### src/hw/rtl/jtm_pkg.sv
package jtm_pkg;

    // Field widths.
    localparam int ADC_BITS   = 14;
    localparam int CUR_W      = 7;
    localparam int COEF_W     = 16;
    localparam int CFG_DATA_W = 16;
    localparam int STEP_W     = 8;
    localparam int STEP_LIMIT = 127;

    // Datapath widths derived from the field widths.
    localparam int OFF_W  = ADC_BITS + 1;          // signed axis offset
    localparam int NSUM_W = ADC_BITS + 2;          // offset plus axis span, signed
    localparam int NABS_W = ADC_BITS + 1;          // magnitude of that sum
    localparam int PROD_W = NABS_W + CUR_W;        // linear numerator
    localparam int ACC_W  = COEF_W + 2 * ADC_BITS + 2;
    localparam int CNT_W  = $clog2(PROD_W + 1);

    typedef logic [ADC_BITS-1:0]      t_adc;
    typedef logic signed [OFF_W-1:0]  t_offset;
    typedef logic signed [COEF_W-1:0] t_coef;
    typedef logic signed [STEP_W-1:0] t_step;
    typedef logic [CUR_W-1:0]         t_cursor;

    typedef enum logic [2:0] {
        CFG_MAPPING_MODE = 3'd0,
        CFG_AXIS_CENTRE  = 3'd1,
        CFG_DEAD_ZONE    = 3'd2,
        CFG_AXIS_SPAN    = 3'd3,
        CFG_CURSOR_SPAN  = 3'd4,
        CFG_COEF_SQUARE  = 3'd5,
        CFG_COEF_LINEAR  = 3'd6,
        CFG_COEF_OFFSET  = 3'd7
    } t_cfg_idx;

    localparam logic MODE_LINEAR = 1'b0;
    localparam logic MODE_POLY   = 1'b1;

    localparam t_adc    CENTRE_RST = t_adc'(8192);
    localparam t_adc    SPAN_RST   = t_adc'(8192);
    localparam t_cursor CURSOR_RST = t_cursor'(10);
    localparam t_coef   COEF_LINEAR_RST = t_coef'(1);

    typedef struct packed {
        logic    mapping_mode;
        t_adc    dead_zone;
        t_adc    axis_span;
        t_cursor cursor_span;
        t_coef   coef_square;
        t_coef   coef_linear;
        t_coef   coef_offset;
    } t_cfg;

    typedef struct packed {
        logic button_level;
        t_adc x_reading;
        t_adc y_reading;
    } t_in_item;

    typedef struct packed {
        logic  button_changed;
        logic  button_now;
        t_step move_x;
        t_step move_y;
        logic  moved;
        logic  action_seen;
    } t_out_item;

    typedef struct packed {
        logic  busy;
        t_step step;
    } t_axis_res;

    typedef enum logic {
        ST_IDLE,
        ST_RUN
    } t_state;

    typedef enum logic [2:0] {
        PH_IDLE,
        PH_MUL_LIN,
        PH_POLY1,
        PH_POLY2,
        PH_DIV,
        PH_FIN
    } t_phase;

endpackage

### src/hw/rtl/jtm_in_if.sv
interface jtm_in_if;
    import jtm_pkg::*;

    logic     valid;
    logic     ready;
    t_in_item payload;

    modport source (output valid, output payload, input ready);
    modport sink (input valid, input payload, output ready);
endinterface

### src/hw/rtl/jtm_out_if.sv
interface jtm_out_if;
    import jtm_pkg::*;

    logic      valid;
    logic      ready;
    t_out_item payload;

    modport source (output valid, output payload, input ready);
    modport sink (input valid, input payload, output ready);
endinterface

### src/hw/rtl/jtm_cfg_if.sv
interface jtm_cfg_if;
    import jtm_pkg::*;

    logic                  valid;
    logic                  ready;
    t_cfg_idx              index;
    logic [CFG_DATA_W-1:0] data;

    modport source (output valid, output index, output data, input ready);
    modport sink (input valid, input index, input data, output ready);
endinterface

### src/hw/rtl/jtm_axis.sv
module jtm_axis (
    input  logic               i_clk,
    input  logic               i_rst_n,
    input  logic               i_start,
    input  jtm_pkg::t_offset   i_offset,
    input  jtm_pkg::t_cfg      i_cfg,
    output jtm_pkg::t_axis_res o_res
);
    import jtm_pkg::*;

    localparam int MUL_W = ADC_BITS;
    localparam logic signed [ACC_W-1:0] STEP_HI = ACC_W'(STEP_LIMIT);
    localparam logic signed [ACC_W-1:0] STEP_LO = -STEP_HI;

    function automatic t_step clamp_step(input logic signed [ACC_W-1:0] v);
        t_step s;
        if (v > STEP_HI) begin
            s = STEP_HI[STEP_W-1:0];
        end else if (v < STEP_LO) begin
            s = STEP_LO[STEP_W-1:0];
        end else begin
            s = v[STEP_W-1:0];
        end
        return s;
    endfunction

    t_phase                    r_phase, n_phase;
    logic [CNT_W-1:0]          r_cnt, n_cnt;
    logic signed [ACC_W-1:0]   r_acc, n_acc;
    logic signed [ACC_W-1:0]   r_mcand, n_mcand;
    logic [MUL_W-1:0]          r_mul, n_mul;
    logic [ADC_BITS-1:0]       r_rem, n_rem;
    t_adc                      r_mag, n_mag;
    logic                      r_neg, n_neg;
    logic                      r_zero, n_zero;
    t_step                     r_step, n_step;

    t_offset                   mag_s;
    t_adc                      mag;
    logic                      dead;
    logic signed [NSUM_W-1:0]  sum;
    logic signed [NSUM_W-1:0]  sum_abs;
    logic [NABS_W-1:0]         nabs;
    logic                      last;
    logic signed [ACC_W-1:0]   mul_sum;
    logic [ADC_BITS+1:0]       div_in;
    logic [ADC_BITS+1:0]       trial;
    logic                      q_bit;
    logic [PROD_W-1:0]         q_lin;
    logic signed [PROD_W+1:0]  q_signed;
    logic signed [PROD_W+1:0]  lin_r;
    logic signed [ACC_W-1:0]   poly_v;
    logic signed [ACC_W-1:0]   final_v;

    // Start-time decode of the offset.
    assign mag_s   = i_offset[OFF_W-1] ? -i_offset : i_offset;
    assign mag     = mag_s[ADC_BITS-1:0];
    assign dead    = (mag <= i_cfg.dead_zone);
    assign sum     = $signed({i_offset[OFF_W-1], i_offset}) + $signed({2'b00, i_cfg.axis_span});
    assign sum_abs = sum[NSUM_W-1] ? -sum : sum;
    assign nabs    = sum_abs[NABS_W-1:0];

    // Shift-and-add multiplier step and restoring divider step.
    assign last    = (r_cnt == CNT_W'(1));
    assign mul_sum = r_mul[0] ? (r_acc + r_mcand) : r_acc;
    assign div_in  = {1'b0, r_rem, r_acc[PROD_W-1]};
    assign trial   = div_in - {2'b00, i_cfg.axis_span};
    assign q_bit   = ~trial[ADC_BITS+1];

    // Final sign, bias and saturation.
    assign q_lin    = r_acc[PROD_W-1:0];
    assign q_signed = r_neg ? -$signed({2'b00, q_lin}) : $signed({2'b00, q_lin});
    assign lin_r    = q_signed - $signed({{(PROD_W+2-CUR_W){1'b0}}, i_cfg.cursor_span});
    assign poly_v   = r_neg ? -r_acc : r_acc;
    assign final_v  = (i_cfg.mapping_mode == MODE_POLY) ? poly_v
                    : {{(ACC_W-PROD_W-2){lin_r[PROD_W+1]}}, lin_r};

    always_comb begin
        n_phase = r_phase;
        case (r_phase)
            PH_IDLE: begin
                if (i_start) begin
                    if (dead || (i_cfg.mapping_mode == MODE_LINEAR && i_cfg.axis_span == '0)) begin
                        n_phase = PH_FIN;
                    end else if (i_cfg.mapping_mode == MODE_LINEAR) begin
                        n_phase = PH_MUL_LIN;
                    end else begin
                        n_phase = PH_POLY1;
                    end
                end
            end
            PH_MUL_LIN: if (last) n_phase = PH_DIV;
            PH_POLY1:   if (last) n_phase = PH_POLY2;
            PH_POLY2:   if (last) n_phase = PH_FIN;
            PH_DIV:     if (last) n_phase = PH_FIN;
            PH_FIN:     n_phase = PH_IDLE;
            default:    n_phase = PH_IDLE;
        endcase
    end

    always_comb begin
        n_cnt   = r_cnt;
        n_acc   = r_acc;
        n_mcand = r_mcand;
        n_mul   = r_mul;
        n_rem   = r_rem;
        n_mag   = r_mag;
        n_neg   = r_neg;
        n_zero  = r_zero;
        n_step  = r_step;
        case (r_phase)
            PH_IDLE: begin
                if (i_start) begin
                    n_zero = dead || (i_cfg.mapping_mode == MODE_LINEAR && i_cfg.axis_span == '0);
                    n_mag  = mag;
                    n_rem  = '0;
                    if (i_cfg.mapping_mode == MODE_LINEAR) begin
                        n_acc   = '0;
                        n_mcand = {{(ACC_W-NABS_W){1'b0}}, nabs};
                        n_mul   = {{(MUL_W-CUR_W){1'b0}}, i_cfg.cursor_span};
                        n_cnt   = CNT_W'(CUR_W);
                        n_neg   = sum[NSUM_W-1];
                    end else begin
                        n_acc   = {{(ACC_W-COEF_W){i_cfg.coef_linear[COEF_W-1]}},
                                   i_cfg.coef_linear};
                        n_mcand = {{(ACC_W-COEF_W){i_cfg.coef_square[COEF_W-1]}},
                                   i_cfg.coef_square};
                        n_mul   = mag;
                        n_cnt   = CNT_W'(ADC_BITS);
                        n_neg   = i_offset[OFF_W-1];
                    end
                end
            end
            PH_MUL_LIN, PH_POLY2: begin
                n_acc   = mul_sum;
                n_mcand = r_mcand <<< 1;
                n_mul   = r_mul >> 1;
                n_cnt   = last ? CNT_W'(PROD_W) : r_cnt - CNT_W'(1);
            end
            PH_POLY1: begin
                if (last) begin
                    // A*m + B is done; it becomes the multiplicand of the second pass.
                    n_mcand = mul_sum;
                    n_acc   = {{(ACC_W-COEF_W){i_cfg.coef_offset[COEF_W-1]}},
                               i_cfg.coef_offset};
                    n_mul   = r_mag;
                    n_cnt   = CNT_W'(ADC_BITS);
                end else begin
                    n_acc   = mul_sum;
                    n_mcand = r_mcand <<< 1;
                    n_mul   = r_mul >> 1;
                    n_cnt   = r_cnt - CNT_W'(1);
                end
            end
            PH_DIV: begin
                n_rem = q_bit ? trial[ADC_BITS-1:0] : div_in[ADC_BITS-1:0];
                n_acc = {r_acc[ACC_W-2:0], q_bit};
                n_cnt = r_cnt - CNT_W'(1);
            end
            PH_FIN: begin
                n_step = r_zero ? '0 : clamp_step(final_v);
            end
            default: begin
                n_step = r_step;
            end
        endcase
    end

    always_ff @(posedge i_clk) begin
        if (!i_rst_n) begin
            r_phase <= PH_IDLE;
        end else begin
            r_phase <= n_phase;
        end
    end

    always_ff @(posedge i_clk) begin
        r_cnt   <= n_cnt;
        r_acc   <= n_acc;
        r_mcand <= n_mcand;
        r_mul   <= n_mul;
        r_rem   <= n_rem;
        r_mag   <= n_mag;
        r_neg   <= n_neg;
        r_zero  <= n_zero;
        r_step  <= n_step;
    end

    assign o_res.busy = (r_phase != PH_IDLE);
    assign o_res.step = r_step;

endmodule

### src/hw/rtl/joystick_to_mouse_mapper_core.sv
// Joystick to mouse mapper core.
// Input channel i_in takes one joystick sample per item: the button level and
// the x and y ADC readings. Output channel o_out gives exactly one result item
// per sample: button change and level, the two saturated cursor steps, and the
// moved and action flags. Channel i_cfg writes the eight mapping registers by
// index; it is always ready. It is to be written only while the block is idle;
// the block does not enforce this. Each axis has its own bit-serial unit,
// so both axes are worked in parallel. In linear mode a sample passes through
// a shift-and-add multiply, a restoring divider that produces one quotient
// bit per cycle, a step for sign and saturation, and the load of the output
// register. Polynomial mode runs two Horner passes instead of multiply and
// divide. With both axes in the dead zone, or a zero span in linear mode, the
// axis units skip straight to the final step and give a zero step. One sample
// is in work at a time, and the next can be taken in the cycle after a result
// is loaded.
// The result sits in an output register, so the next sample is accepted while
// a finished result still waits; if the receiver stalls longer, the next
// result is held inside the axis units until the output register frees up.
// Reset restores the register defaults and clears the remembered button level
// to released; no item is in flight after reset.
module joystick_to_mouse_mapper_core (
    input  logic          i_clk,
    input  logic          i_rst_n,
    jtm_in_if.sink        i_in,
    jtm_out_if.source     o_out,
    jtm_cfg_if.sink       i_cfg
);
    import jtm_pkg::*;

    t_state    r_state, n_state;
    logic      r_last_button;
    logic      r_changed;
    logic      r_btn;
    logic      r_out_valid, n_out_valid;
    t_out_item r_out;

    // Configuration registers.
    logic      r_mode;
    t_adc      r_centre;
    t_adc      r_dead_zone;
    t_adc      r_span;
    t_cursor   r_cursor;
    t_coef     r_coef_sq;
    t_coef     r_coef_lin;
    t_coef     r_coef_off;

    logic      in_ready;
    logic      start;
    logic      out_load;
    logic      units_done;
    t_offset   x_offset;
    t_offset   y_offset;
    t_cfg      axis_cfg;
    t_axis_res res_x;
    t_axis_res res_y;

    assign axis_cfg.mapping_mode = r_mode;
    assign axis_cfg.dead_zone    = r_dead_zone;
    assign axis_cfg.axis_span    = r_span;
    assign axis_cfg.cursor_span  = r_cursor;
    assign axis_cfg.coef_square  = r_coef_sq;
    assign axis_cfg.coef_linear  = r_coef_lin;
    assign axis_cfg.coef_offset  = r_coef_off;

    // The y axis runs the other way: an offset is the centre minus the reading.
    assign x_offset = $signed({1'b0, i_in.payload.x_reading}) - $signed({1'b0, r_centre});
    assign y_offset = $signed({1'b0, r_centre}) - $signed({1'b0, i_in.payload.y_reading});

    assign units_done = ~res_x.busy & ~res_y.busy;

    always_comb begin
        n_state = r_state;
        case (r_state)
            ST_IDLE: if (i_in.valid) n_state = ST_RUN;
            ST_RUN:  if (units_done && (!r_out_valid || o_out.ready)) n_state = ST_IDLE;
            default: n_state = ST_IDLE;
        endcase
    end

    always_comb begin
        in_ready = 1'b0;
        out_load = 1'b0;
        case (r_state)
            ST_IDLE: in_ready = 1'b1;
            ST_RUN:  out_load = units_done && (!r_out_valid || o_out.ready);
            default: in_ready = 1'b0;
        endcase
    end

    assign start = i_in.valid & in_ready;

    // The output register holds a result until it is taken.
    always_comb begin
        n_out_valid = r_out_valid;
        if (out_load) begin
            n_out_valid = 1'b1;
        end else if (o_out.ready) begin
            n_out_valid = 1'b0;
        end
    end

    always_ff @(posedge i_clk) begin
        if (!i_rst_n) begin
            r_state       <= ST_IDLE;
            r_last_button <= 1'b0;
            r_out_valid   <= 1'b0;
        end else begin
            r_state     <= n_state;
            r_out_valid <= n_out_valid;
            if (start) begin
                r_last_button <= i_in.payload.button_level;
            end
        end
    end

    always_ff @(posedge i_clk) begin
        if (start) begin
            r_changed <= i_in.payload.button_level ^ r_last_button;
            r_btn     <= i_in.payload.button_level;
        end
        if (out_load) begin
            r_out.button_changed <= r_changed;
            r_out.button_now     <= r_btn;
            r_out.move_x         <= res_x.step;
            r_out.move_y         <= res_y.step;
            r_out.moved          <= (res_x.step != '0) || (res_y.step != '0);
            r_out.action_seen    <= r_changed || (res_x.step != '0) || (res_y.step != '0);
        end
    end

    // Register writes; the values are cut to the register widths.
    always_ff @(posedge i_clk) begin
        if (!i_rst_n) begin
            r_mode      <= MODE_LINEAR;
            r_centre    <= CENTRE_RST;
            r_dead_zone <= '0;
            r_span      <= SPAN_RST;
            r_cursor    <= CURSOR_RST;
            r_coef_sq   <= '0;
            r_coef_lin  <= COEF_LINEAR_RST;
            r_coef_off  <= '0;
        end else if (i_cfg.valid) begin
            case (i_cfg.index)
                CFG_MAPPING_MODE: r_mode      <= i_cfg.data[0];
                CFG_AXIS_CENTRE:  r_centre    <= i_cfg.data[ADC_BITS-1:0];
                CFG_DEAD_ZONE:    r_dead_zone <= i_cfg.data[ADC_BITS-1:0];
                CFG_AXIS_SPAN:    r_span      <= i_cfg.data[ADC_BITS-1:0];
                CFG_CURSOR_SPAN:  r_cursor    <= i_cfg.data[CUR_W-1:0];
                CFG_COEF_SQUARE:  r_coef_sq   <= $signed(i_cfg.data[COEF_W-1:0]);
                CFG_COEF_LINEAR:  r_coef_lin  <= $signed(i_cfg.data[COEF_W-1:0]);
                CFG_COEF_OFFSET:  r_coef_off  <= $signed(i_cfg.data[COEF_W-1:0]);
                default:          r_mode      <= r_mode;
            endcase
        end
    end

    jtm_axis u_axis_x (
        .i_clk    (i_clk),
        .i_rst_n  (i_rst_n),
        .i_start  (start),
        .i_offset (x_offset),
        .i_cfg    (axis_cfg),
        .o_res    (res_x)
    );

    jtm_axis u_axis_y (
        .i_clk    (i_clk),
        .i_rst_n  (i_rst_n),
        .i_start  (start),
        .i_offset (y_offset),
        .i_cfg    (axis_cfg),
        .o_res    (res_y)
    );

    assign i_in.ready    = in_ready;
    assign i_cfg.ready   = 1'b1;
    assign o_out.valid   = r_out_valid;
    assign o_out.payload = r_out;

endmodule

### src/flat_wrapper.sv
// flat-port wrapper written by rule: the top's interface ports become plain ports
module joystick_to_mouse_mapper_core_flat import jtm_pkg::*;
  (i_clk, i_rst_n, i_in_valid, i_in_payload, i_in_ready, o_out_valid, o_out_payload, o_out_ready, i_cfg_valid, i_cfg_index, i_cfg_data, i_cfg_ready);
  jtm_in_if i_in_i ();
  jtm_out_if o_out_i ();
  jtm_cfg_if i_cfg_i ();
  input  logic i_clk;
  input  logic i_rst_n;
  input wire logic [$bits(i_in_i.valid)-1:0] i_in_valid;
  input wire logic [$bits(i_in_i.payload)-1:0] i_in_payload;
  output wire logic [$bits(i_in_i.ready)-1:0] i_in_ready;
  output wire logic [$bits(o_out_i.valid)-1:0] o_out_valid;
  output wire logic [$bits(o_out_i.payload)-1:0] o_out_payload;
  input wire logic [$bits(o_out_i.ready)-1:0] o_out_ready;
  input wire logic [$bits(i_cfg_i.valid)-1:0] i_cfg_valid;
  input wire logic [$bits(i_cfg_i.index)-1:0] i_cfg_index;
  input wire logic [$bits(i_cfg_i.data)-1:0] i_cfg_data;
  output wire logic [$bits(i_cfg_i.ready)-1:0] i_cfg_ready;
  assign i_in_i.valid = i_in_valid;
  assign i_in_i.payload = i_in_payload;
  assign i_in_ready = i_in_i.ready;
  assign o_out_valid = o_out_i.valid;
  assign o_out_payload = o_out_i.payload;
  assign o_out_i.ready = o_out_ready;
  assign i_cfg_i.valid = i_cfg_valid;
  assign i_cfg_i.index = i_cfg_index;
  assign i_cfg_i.data = i_cfg_data;
  assign i_cfg_ready = i_cfg_i.ready;
  joystick_to_mouse_mapper_core u_core (.i_clk(i_clk), .i_rst_n(i_rst_n), .i_in(i_in_i), .o_out(o_out_i), .i_cfg(i_cfg_i));
endmodule
### config.mk
export PLATFORM = sky130hd
export DESIGN_NAME = joystick_to_mouse_mapper_core_flat
export DESIGN_NICKNAME = d
export VERILOG_FILES = /design/src/hw/rtl/jtm_pkg.sv /design/src/hw/rtl/jtm_in_if.sv /design/src/hw/rtl/jtm_out_if.sv /design/src/hw/rtl/jtm_cfg_if.sv /design/src/hw/rtl/jtm_axis.sv /design/src/hw/rtl/joystick_to_mouse_mapper_core.sv /design/src/flat_wrapper.sv
export SDC_FILE = /design/constraint.sdc
export NUM_CORES = 2
export LEC_CHECK = 0
export BUFFER_PORTS_ARGS = -buffer_cell sky130_fd_sc_hd__buf_2
export CELL_PAD_IN_SITES_DETAIL_PLACEMENT = 0
export CELL_PAD_IN_SITES_GLOBAL_PLACEMENT = 2
export CORE_MARGIN = 2
export CORE_UTILIZATION = 41
export DETAILED_ROUTE_END_ITERATION = 8
export PLACE_DENSITY = 0.85
export SYNTH_ARGS = -nofsm -noshare
export SYNTH_HDL_FRONTEND = slang
export SYNTH_SLANG_ARGS = --single-unit
### constraint.sdc
create_clock -name i_clk -period 8.6 [get_ports i_clk]
set_clock_uncertainty 0.15 [all_clocks]
set_input_delay 1.72 -clock i_clk [delete_from_list [all_inputs] [get_ports i_clk]]
set_output_delay 1.72 -clock i_clk [all_outputs]
set_load 0.02 [all_outputs]
; Word-level counts from Yosys, hierarchy flattened
; Index checks and enable logic that the tools add are counted.
[totals]
elab_cells = 224
reg_bits = 427
out_inout_bits = 23
inputBits = 53
[classes]
eq_ne = 27
n_reduce_logical = 48
n_mux = 73
magnitude_cmp = 6
bitwise = 9
addsub = 20
[ops]
columns = cell, n
row1 = 46-bit two-way mux, 16
row2 = 46-bit one-hot mux with 4 select lines, 2
row3 = 46-bit one-hot mux with 3 select lines, 2
row4 = 14-bit two-way mux, 11
row5 = 46-bit adder, 2
row6 = 46-bit by 8-bit > comparator with 1-bit output (second input constant), 2
row7 = 46-bit by 8-bit < comparator with 1-bit output (second input constant), 2
row8 = 46-bit negator, 2
row9 = 14-bit one-hot mux with 3 select lines, 2
row10 = 14-bit one-hot mux with 2 select lines, 2
row11 = 24-bit two-way mux, 2
row12 = 22-bit negator with 24-bit output, 2
row13 = 24-bit by 8-bit subtractor with 24-bit output, 2
row14 = 5-bit one-hot mux with 4 select lines, 2
row15 = 15-bit by 15-bit adder with 16-bit output, 2
row16 = 2-bit AND reduction, 16
row17 = 15-bit by 14-bit subtractor with 16-bit output, 2
row18 = 15-bit two-way mux, 2
row19 = 3-bit two-way mux, 10
row20 = 15-bit negator, 2
row21 = 14-bit by 14-bit subtractor with 15-bit output, 2
row22 = 14-bit less-or-equal comparator, 2
row23 = 14-bit negator, 2
row24 = 5-bit two-way mux, 5
row25 = 28 further kinds, 87

; Logic depth before layout (Yosys ltp)
[logic_depth]
word_depth = 8
mapped_depth = 26
depth_no_buf = 25

; Cells and area by module
; From an unflattened synthesis, not the netlist that was laid out.
[unflattened]
cells_unflattened = 4164
area_unflattened_um2 = 35904.4
[by_module_without_submodules]
columns = module, seq_area_each_um2, n_inst, area_each_um2, cells_each
row1 = jtm_axis at u_core.u_axis_x, 4534.3, 1, 15103.2, 1747
row2 = jtm_axis at u_core.u_axis_y, 4534.3, 1, 14841.7, 1718
row3 = joystick_to_mouse_mapper_core, 2682.6, 1, 5959.5, 699

; Worst setup path before layout
; Ideal clock, no wire load.
[synth_timing]
path_kind = input-to-reg
startpoint = input i_in_payload[14]
endpoint = register u_core.u_axis_x.r_phase[0]
n_path_buf = 0
path_stages = 24
arrival_ns = 6.518
path_slack_ns = 1.809
path_cell_list = inv_1 > ha_1 > inv_1 > fa_1 > a21o_1 > a21oi_1 > o21bai_1 > a2111oi_0 > o31ai_1 > a211oi_1 > nor2_1 > or4_1 > a211oi_1 > nor2_1 > xor2_1 > ha_1 > nand4_1 > or2_2 > a21oi_1 > nor2_1 > a21oi_1 > nand2_1 > a221oi_1 > nor2b_1
[synth_via]
elab_chain_len = 8
[synth_rtl]
columns = element, line
row1 = from (decl), flat_wrapper.sv:10  ; input wire logic [$bits(i_in_i.payload)-1:0] i_in_payload;
row2 = 14-bit by 14-bit subtractor with 15-bit output *, joystick_to_mouse_mapper_core.sv:66  ; assign x_offset = $signed({1'b0, i_in.payload.x_reading}) - $signed({1'b0, r_centre});
row3 = 14-bit negator, jtm_axis.sv:56  ; assign mag_s = i_offset[OFF_W-1] ? -i_offset : i_offset;
row4 = 14-bit two-way mux *, jtm_axis.sv:56
row5 = named net u_core.u_axis_x.mag_s[13], jtm_axis.sv:38  ; t_offset mag_s;
row6 = 14-bit less-or-equal comparator *, jtm_axis.sv:58  ; assign dead = (mag <= i_cfg.dead_zone);
row7 = 1-bit logical OR *, jtm_axis.sv:83  ; if (dead || (i_cfg.mapping_mode == MODE_LINEAR && i_cfg.axis_span == '0)) begin
row8 = 3-bit two-way mux *, jtm_axis.sv:83
row9 = 3-bit two-way mux *, jtm_axis.sv:82  ; if (i_start) begin
row10 = 3-bit one-hot mux with 4 select lines *, jtm_axis.sv:80  ; case (r_phase)
row11 = to (signal assigned), jtm_axis.sv:173  ; r_phase <= n_phase;
row12 = to (decl), jtm_axis.sv:27  ; t_phase r_phase, n_phase;
; Mark *: on every way through the listed nets, which the timed path passes. The rest lies on a longest branch. The select of a mux whose other input is x is not followed.
; A chain may end at the register's enable or synchronous reset.

; Worst setup path in the final report
; Same ends and word-level chain as after synthesis.

==> flow_summary.json <==
{
  "vias": 31700,
  "core_area_um2": 85400,
  "cap_violations": 0,
  "grt_pass1_vias": 30100,
  "antenna_left": 0,
  "cp-startpoint": "i_in_payload[14]",
  "grtUsageTotal_pct": 25.6,
  "start_util_pct": 41.5,
  "numPortBuffers": 74,
  "numClockSinks": 427,
  "drv_slew": 0,
  "dieWidth_um": 298,
  "post-cts-setup-buffers": 0,
  "hold_class": "flop to flop",
  "period_needed_ns": 6.90,
  "ys_warn_count": 0,
  "synth.distinct_cells": 98,
  "post-synth-top-area-cell": "edfxtp_1",
  "clk_pin_slew_ns": 0.06,
  "io-pin-count": 76,
  "drc_errors": 0,
  "rr_worst_depth": 24,
  "cts_buffers": 52,
  "drive_gt1_share_pct": 7.09,
  "wl_per_cell_um": 22.2,
  "cts_resized": 0,
  "cts_hold_buf": 0,
  "crit_arrival_ns": 7.27,
  "fp-row-count": 107,
  "r2r-start": "u_core.r_centre[0]$_SDFFE_PN0P_",
  "grt_busiest_layer": "met2",
  "syn_to_final_growth_pct": 8.98,
  "whs_ns": 0.277,
  "drtPass1Iterations": 6,
  "ys_ff_latch": 427,
  "synthTopCellsByArea": "edfxtp_1 27%, ha_1 8.0%, dfxtp_1 6.0%",
  "rsz0062_at_grt": "no",
  "start_kind": "input pin",
  "worstSetupPathType": "input pin to flop",
  "avgSynthCellArea_um2": 8.57,
  "post-synth-top-count-cell": "nand2_1",
  "use_met3_pct": 2.28,
  "synth.top_cell.area_share_pct": 27.1,
  "setup_viol": 0,
  "hpwl_mm": 88.3,
  "met2_usage_pct": 42.5,
  "async_flop_share_pct": 0,
  "tightest_slew_ns": 1.16,
  "cts_buffer_depth": 3,
  "cts.htree.levels": 2,
  "synth_top_cells_by_count": "497 x nand2_1, 320 x edfxtp_1, 311 x o21ai_0",
  "grt_overflow": 0,
  "drt_iter0_drc": 2356,
  "antenna_found_initial": 1,
  "grt_pass1_wl_mm": 181,
  "synth_top_flop_cell": "edfxtp_1",
  "r2r-end": "u_core.u_axis_x.r_phase[0]$_SDFFE_PN0P_",
  "p_leak_nw": 14.5,
  "die_h_um": 298,
  "finalNetCount": 4378,
  "drt-vias-per-instance": 6.01,
  "tns_ns": 0,
  "clock_latency_ns": 0.64,
  "timing.fmax_mhz": 145,
  "irDropWorstVdd_mv": 0.161,
  "yosysSeqAreaShare_pct": 33.2,
  "hold_viol_final": 0,
  "routabilityCongestion": 0.892,
  "syn-num-nets": 4421,
  "synth.cell_area_um2": 35400,
  "grt_max_degree": 72,
  "slew_headroom_pct": 22.6,
  "critPathCaptureType": "flop",
  "pwr_density_cell_nw_per_um2": 264,
  "status": "finished, final reports clean",
  "cts_tree": "yes",
  "dieArea_um2": 88700,
  "wl_mm": 117,
  "synth_edf_count": 320,
  "finalCritPeriodShare_pct": 80.2,
  "worst-path-max-fanout": 4,
  "cts_root_buf": "clkbuf_16",
  "grt_use_met1_pct": 36.0,
  "endpoint": "u_core.u_axis_x.r_phase[0]$_SDFFE_PN0P_",
  "critPathRequiredTime_ns": 8.97,
  "r2r_slack_ns": 2.49,
  "syn-instance-count": 4132
}
[stage by stage]
step	utilization, %	power [mW]	area, um2	worst slack, ns	std cells
final	45.2	10.2	38600	1.70	5278
after global routing	45.2	10.9	38600	1.10	5276
after CTS	45.2	10.2	38600	1.77	5276
after detailed placement	43.1	7.90	36800	1.08	5179
after global placement	43.1	7.89	36800	1.17	5179
after floorplan	-	6.63	35400	1.81	4132
[critical path, cell delays in order]
cell       delay (ns)
buf_2            0.10
inv_1            0.05
ha_1             0.16
inv_1            0.06
fa_1             0.39
a21o_1           0.17
a21oi_1          0.23
o21bai_1         0.11
a2111oi_0        0.52
buf_4            0.22
o31ai_1          0.07
a211oi_1         0.23
nor2_1           0.12
or4_1            0.57
a211oi_1         0.36
nor2_1           0.09
xor2_1           0.18
ha_1             0.30
nand4_1          0.09
or2_2            0.31
a21oi_1          0.14
nor2_1           0.05
a21oi_1          0.55
nand2_1          0.11
a221oi_1         0.30
nor2b_1          0.08
[registers in the layout (all words and copies together) (netlist names), 16 cells and up]
| name | cells |
|---|---|
| u_core.r_coef_sq | 16 |
| u_core.r_coef_off | 16 |
| u_core.u_axis_y.r_acc | 46 |
| u_core.r_coef_lin | 16 |
| u_core.o_out.payload | 20 |
| u_core.u_axis_x.r_acc | 46 |
| u_core.u_axis_y.r_mcand | 46 |
| u_core.u_axis_x.r_mcand | 46 |
[worst min-delay path by stage]
stage / start / to / cells after the start
6_report: u_core.r_btn$_DFFE_PP_ / u_core.o_out.payload[18]$_DFFE_PP_ / 0
5_1_grt: u_core.r_btn$_DFFE_PP_ / u_core.o_out.payload[18]$_DFFE_PP_ / 0
4_1_cts: u_core.r_btn$_DFFE_PP_ / u_core.o_out.payload[18]$_DFFE_PP_ / 0
3_5_place_dp: u_core.r_btn$_DFFE_PP_ / u_core.o_out.payload[18]$_DFFE_PP_ / 0
3_3_place_gp: u_core.r_btn$_DFFE_PP_ / u_core.o_out.payload[18]$_DFFE_PP_ / 0
2_1_floorplan: u_core.r_btn$_DFFE_PP_ / u_core.o_out.payload[18]$_DFFE_PP_ / 0
[cells by family after synthesis]
| family | share of synthesized area [%] |
|---|---|
| XOR/XNOR | 6.33 |
| flip-flops | 33.2 |
| buffers and inverters | 4.15 |
| AND/OR/NAND/NOR | 18.7 |
| adder cells (fa/ha/maj) | 8.55 |
| other | 0.0106 |
| AO/OA/AOI/OAI | 25.8 |
| multiplexers | 3.19 |
[where the power goes]
| part | leakage (nW) | internal [mW] | switching [mW] |
|---|---|---|---|
| combinational | 9.62 | 1.82 | 2.89 |
| sequential | 4.03 | 2.72 | 0.496 |
| clock | 0.857 | 1.32 | 0.942 |
[layout by cell type, fill, tap and decap left out, types with 24 or more instances in the layout]
cell type  synthesis  final
a21boi_0         111    111
nand2_1          497    497
edfxtp_1         320    320
buf_4              1     54
a22oi_1           28     28
or3_1             54     54
nand3_1           91     91
and2_1            31     30
a211oi_1          36     36
o21a_1            49     48
or2_2             24     24
o21ai_0          311    309
buf_2              2     74
a221o_1           31     31
o211ai_1          37     37
nor4_1            39     39
mux2i_1           97     97
nor3_1            85     84
ha_1             226    226
or4_1             31     31
nand4_1           49     49
a21oi_1          304    302
nor2_1           250    245
o21bai_1          30     30
xnor2_1          162    162
a21o_1           100     99
clkbuf_16          0     54
a221oi_1          28     28
dfxtp_1          107    106
o31ai_1           39     39
inv_1            153    153
and3_1            34     32
xor2_1            94     94
nor2b_1           52     52
a31oi_1           35     35
o41ai_1           32     32
nand2b_1          49     49
[layer usage]
metal / vias to the layer above / wire length (um)
li1: 15400 / -
met1: 15400 / 55100
met2: 810 / 54200
met3: 121 / 5320
met4: 0 / 2640
met5: - / 0
[area by class of cell]
| cell class | count | area [um2] |
|---|---|---|
| diodes | 2 | 5.00 |
| clock buffers | 71 | 1480 |
| clock inverters | 26 | 280 |
| fillers | 8582 | 46800 |
| inverters | 155 | 582 |
| multi-input cells | 3325 | 22300 |
| flip-flops and latches | 427 | 11800 |
| well taps | 1144 | 1430 |
| repair buffers | 128 | 776 |
Note: power is estimated with default switching activity, not from simulation.
